[src/hw/rtl/pdlru_pkg.sv]
// Shared constants, types and helpers of the per-die LRU buffer allocator.
package pdlru_pkg;

    localparam int DIES            = 64;
    localparam int ENTRIES_PER_DIE = 16;
    localparam int TOTAL_ENTRIES   = DIES * ENTRIES_PER_DIE;

    localparam int DIE_W   = 6;
    localparam int ENTRY_W = 10;
    localparam int TAG_W   = 8;
    localparam int LINK_W  = ENTRY_W + 1;
    localparam int BASE_W  = ENTRY_W + 1;

    localparam int IN_TDATA_W  = 24;
    localparam int OUT_TDATA_W = 24;
    localparam int OUT_PAD_W   = OUT_TDATA_W - ENTRY_W - TAG_W;

    localparam logic [LINK_W-1:0] LINK_NONE = '1;

    localparam logic KIND_ALLOC  = 1'b0;
    localparam logic KIND_ATTACH = 1'b1;

    typedef logic [ENTRY_W-1:0] t_entry;
    typedef logic [LINK_W-1:0]  t_link;
    typedef logic [TAG_W-1:0]   t_tag;
    typedef logic [DIE_W-1:0]   t_die;

    typedef struct packed {
        t_entry head;
        t_entry tail;
    } t_head_tail;

    typedef struct packed {
        logic valid;
        t_tag tag;
    } t_blocker;

    typedef struct packed {
        t_entry buffer_entry;
        logic   had_blocker;
        t_tag   prior_tag;
    } t_result;

    function automatic logic link_ok(input t_link v);
        return 32'(v) < TOTAL_ENTRIES;
    endfunction

    function automatic logic entry_ok(input t_entry v);
        return 32'(v) < TOTAL_ENTRIES;
    endfunction

    function automatic logic die_ok(input t_die v);
        return 32'(v) < DIES;
    endfunction

endpackage

[src/hw/rtl/pdlru_out_stage.sv]
// Output register of the allocator: holds one result until the sink takes it.
module pdlru_out_stage (
    input  logic               i_clk,
    input  logic               i_rst_n,
    input  logic               i_load,
    input  pdlru_pkg::t_result i_res,
    input  logic               i_ready,
    output logic               o_free,
    output logic               o_valid,
    output pdlru_pkg::t_result o_res
);

    logic               r_valid;
    pdlru_pkg::t_result r_res;

    assign o_free  = !r_valid || i_ready;
    assign o_valid = r_valid;
    assign o_res   = r_res;

    always_ff @(posedge i_clk) begin
        if (!i_rst_n) begin
            r_valid <= 1'b0;
        end else if (o_free) begin
            r_valid <= i_load;
        end
    end

    always_ff @(posedge i_clk) begin
        if (o_free && i_load) begin
            r_res <= i_res;
        end
    end

endmodule

[config.mk]
export PLATFORM = sky130hd
export DESIGN_NAME = pdlru_out_stage
export DESIGN_NICKNAME = d
export VERILOG_FILES = /design/src/hw/rtl/pdlru_pkg.sv /design/src/hw/rtl/pdlru_out_stage.sv
export SDC_FILE = /design/constraint.sdc
export NUM_CORES = 1
export LEC_CHECK = 0
export ABC_AREA = 1
export BUFFER_PORTS_ARGS = -buffer_cell sky130_fd_sc_hd__buf_2
export CORE_MARGIN = 4
export CORE_UTILIZATION = 38
export CTS_CLUSTER_SIZE = 30
export DETAILED_ROUTE_END_ITERATION = 16
export PLACE_DENSITY = 0.87
export SETUP_SLACK_MARGIN = 0.3
export SKIP_CTS_REPAIR_TIMING = 1
export SYNTH_ARGS = -nofsm -noshare
export SYNTH_HDL_FRONTEND = slang
export SYNTH_SLANG_ARGS = --single-unit
[constraint.sdc]
create_clock -name i_clk -period 2.4 [get_ports i_clk]
set_input_delay 0.48 -clock i_clk [delete_from_list [all_inputs] [get_ports i_clk]]
set_output_delay 0.48 -clock i_clk [all_outputs]
set_load 0.01 [all_outputs]
Word level (Yosys, flattened, before mapping)
Index checks and enable logic that the tools add are counted.
{"block": "classes", "reduce_logical": 3}
{"operator": "$logic_and A1 B1 Y1", "count": 1}
{"operator": "$logic_not A1 Y1", "count": 1}
{"operator": "$logic_or A1 B1 Y1", "count": 1}
{"block": "totals", "reg_bits": 20, "input_bits": 23, "output_inout_bits": 21, "elab_cells": 7}

Longest topological paths before layout
{"block": "logic_depth", "ltp_word": 3, "mapped_depth": 3, "ltp_nobuf": 3}

Worst setup path after synthesis
Ideal clock, no wire load.
{"block": "synth_timing", "kind": "input to register", "startpoint": "in i_load", "endpoint": "reg r_res, in the netlist o_res[0], enable pin", "setup_ns": 0.401, "arrival_time_ns": 1.492, "required_ns": 1.999, "setup_slack_ns": 0.507, "stages": 2, "cell_sequence": "inv_1 a21oi_1"}
{"block": "synth_between", "elab_chain_len": 1}
{"item": "from (decl)", "line": "pdlru_out_stage.sv:5", "source": "input logic i_load,"}
{"item": "$logic_and A1 B1 Y1", "line": "pdlru_out_stage.sv:29", "source": "if (o_free && i_load) begin"}
{"item": "to (signal assigned)", "line": "pdlru_out_stage.sv:30", "source": "r_res <= i_res;"}
{"item": "to (decl)", "line": "pdlru_out_stage.sv:14", "source": "pdlru_pkg::t_result r_res;"}
No other way between the ends.
A chain may end at the register's enable or synchronous reset.

Worst setup path in the final report
{"block": "layout_timing", "startpoint": "reg r_valid, in the netlist o_valid", "endpoint": "out o_free"}
{"block": "layout_between", "elab_chain_len": 2}
{"item": "from (decl)", "line": "pdlru_out_stage.sv:13", "source": "logic r_valid;"}
{"item": "from (signal assigned)", "line": "pdlru_out_stage.sv:24", "source": "r_valid <= i_load;"}
{"item": "$logic_not A1 Y1", "line": "pdlru_out_stage.sv:16", "source": "assign o_free = !r_valid || i_ready;"}
{"item": "$logic_or A1 B1 Y1", "line": "pdlru_out_stage.sv:16"}
{"item": "to (decl)", "line": "pdlru_out_stage.sv:8", "source": "output logic o_free,"}
No other way between the ends.

==> impl_metrics.py <==
metrics = {
    "status": {
        "status": "complete, no violations",
    },
    "timing": {
        "fmax_mhz": 727,
        "slew_headroom": 0.841,
        "fin_crit_sh": 0.573,
        "hold_violations": 0,
        "rsz0062_at_grt": "false",
        "fin_skew_ns": 0.0102,
        "setup_viol": 0,
        "finalSetupTns_ns": 0,
        "worst_slew_pin_slew_ns": 0.239,
        "slew_violations": 0,
        "period_needed_ns": 1.38,
    },
    "clocking": {
        "clkLatencyLatePin_ns": 0.29,
        "clk_pin_slew_ns": 0.11,
        "clock_sinks": 20,
        "root_buffer": "clkbuf_4",
        "clockBufferDepth": 2,
        "cts_tree": "yes",
        "cts-buffers-inserted": 3,
        "ctsHtreeMaxLevel": 1,
    },
    "finish": {
        "drive_gt1_frac": 0.689,
        "antenna_cells": 0,
        "fillers": 113,
        "area_growth_pct": 43.9,
        "fin_nets": 98,
        "final_util": 0.587,
    },
    "yosys": {
        "syn_area_um2": 622,
        "synth_nets": 49,
        "yosys_warnings": 0,
        "synth_cell_types": 7,
        "syn_area_per_cell_um2": 23.9,
        "seq_area_frac_synth": 0.950,
        "synth_cells": 26,
        "ys_ff_latch": 20,
    },
    "floorplan": {
        "row_count": 14,
        "die_h_um": 48.5,
        "start_util": 0.408,
        "fp.dieW_um": 48.5,
        "die_area_um2": 2350,
        "core_area_um2": 1520,
        "ios": 44,
    },
    "worst_setup_path": {
        "worst_path_largest_cell_delay_ns": 0.39,
        "crit_chain": "nand2_2, buf_2",
        "crit_fanout": 3,
        "cp_num_buf_inv": 1,
        "critical_path.top_delay_family": "flip-flops",
        "slowest_stage": "dfxtp_1",
        "cp_data_required_time_ns": 1.92,
        "crit_path_start_kind": "flip-flop",
        "arrival_ns": 0.90,
        "end_kind": "output port",
        "path_class": "flip-flop to output port",
    },
    "route": {
        "routed_wirelength_mm": 1.24,
        "drtIter0Drc": 7,
        "drtPass1Iterations": 3,
        "ant_nets": 0,
        "vias": 399,
        "viasPerCell": 4.43,
        "routedWlPerCell_um": 13.8,
        "drc": 0,
    },
    "placement": {
        "io_buffers": 43,
        "gp_congestion": 0.654,
    },
    "power_and_ir_drop": {
        "p_int_w": 0.000499,
        "power_frac_comb": 0.096,
        "power.share.sequential": 0.655,
        "switchingPower_w": 0.000129,
        "ir_worst_vdd_v": 0.000312,
        "pwr-share-clk": 0.249,
        "switching_share": 0.206,
        "leakagePower_nw": 0.401,
        "p_per_area_nw_per_um2": 702,
    },
    "global_route": {
        "antenna_found_initial": 0,
        "grt_pass1_wl_mm": 2.06,
        "grt_overflow": 0,
        "grt_pass1_vias": 440,
        "grt_max_degree": 20,
        "grtUsageTotal": 0.118,
    },
    "run": {
        "maxCapViolCount": 0,
    },
    "min_path": {
        "min_path_type": "primary input to flip-flop",
    },
}
## layout by cell type (no fill, tap or decap), drive strengths merged
cell,instances
clkbuf,4
dfxtp,1
edfxtp,19
buf,44
a21oi,2
inv,3
nand2,1
## worst paths after layout
kind | slack [ns] | depth (start not counted) | start | end
worst max-delay path | 1.02 | 2 | o_valid | o_free
worst min-delay path | 0.35 | 1 | i_res[9] | o_res[9]
worst max register to register | 1.35 | 2 | o_valid | o_res[16]
worst min register to register | 0.51 | 2 | o_valid | o_valid
## per-layer routing
layer | GRT usage | vias to the layer above | share of wire | wire [um]
li1 | - | 192 | - | -
met1 | 0.129 | 187 | 0.37 | 456
met2 | 0.189 | 18 | 0.54 | 668
met3 | 0.0399 | 2 | 0.085 | 105
met4 | 0.0807 | 0 | 0.0073 | 9
met5 | 0 | - | 0 | 0
## per-stage QoR
step	std cells	hold slack, ns	instance area, um2	setup WS, ns	total power [W]
6_report	90	0.354	895	1.02	0.000628
5_1_grt	90	0.332	895	0.958	0.000661
4_1_cts	90	0.338	895	1.00	0.000639
3_5_place_dp	86	0.498	868	1.08	0.000481
3_3_place_gp	86	0.483	868	1.10	0.000478
2_1_floorplan	26	0.545	622	0.507	0.000441
## Yosys cell counts
library cell   n  area, um2
a21oi_2        1       8.76
inv_1          2       7.51
inv_2          1       3.75
a21oi_1        1       5.00
dfxtp_1        1       20.0
edfxtp_1      19        571
nand2_2        1       6.26
## worst reg2reg max path, stage by stage, from the launching register on
cell and delay [ns]:
dfxtp_1 0.35, a21oi_2 0.13, buf_4 0.26
## sequential cells by signal, summed over array words and instances, names as in the netlist
signal and flops:
o_valid 1, o_res 19
## layout make-up
class                      instances  area, um2  area share
multi-input combinational          3       23.8      0.0266
clock buffer                       4       26.3      0.0294
timing repair buffer              44        223       0.249
tap                               16       20.0      0.0224
inverter                           3       11.3      0.0126
sequential                        20        591       0.660
## logic make-up after synthesis
| group | share of synthesized area |
|---|---|
| buffers and inverters | 0.0181 |
| flip-flops | 0.950 |
| AO/OA/AOI/OAI | 0.0221 |
| AND/OR/NAND/NOR | 0.0101 |
## power by group through the flow
stage | Clock, W | Sequential, W | Combinational, W
2_1_floorplan | 0 | 0.000431 | 0.00000976
3_3_place_gp | 0 | 0.000418 | 0.0000601
3_5_place_dp | 0 | 0.000420 | 0.0000618
4_1_cts | 0.000166 | 0.000412 | 0.0000618
5_1_grt | 0.000180 | 0.000413 | 0.0000672
6_report | 0.000156 | 0.000411 | 0.0000604
Note: power is estimated with default switching activity, not from simulation.
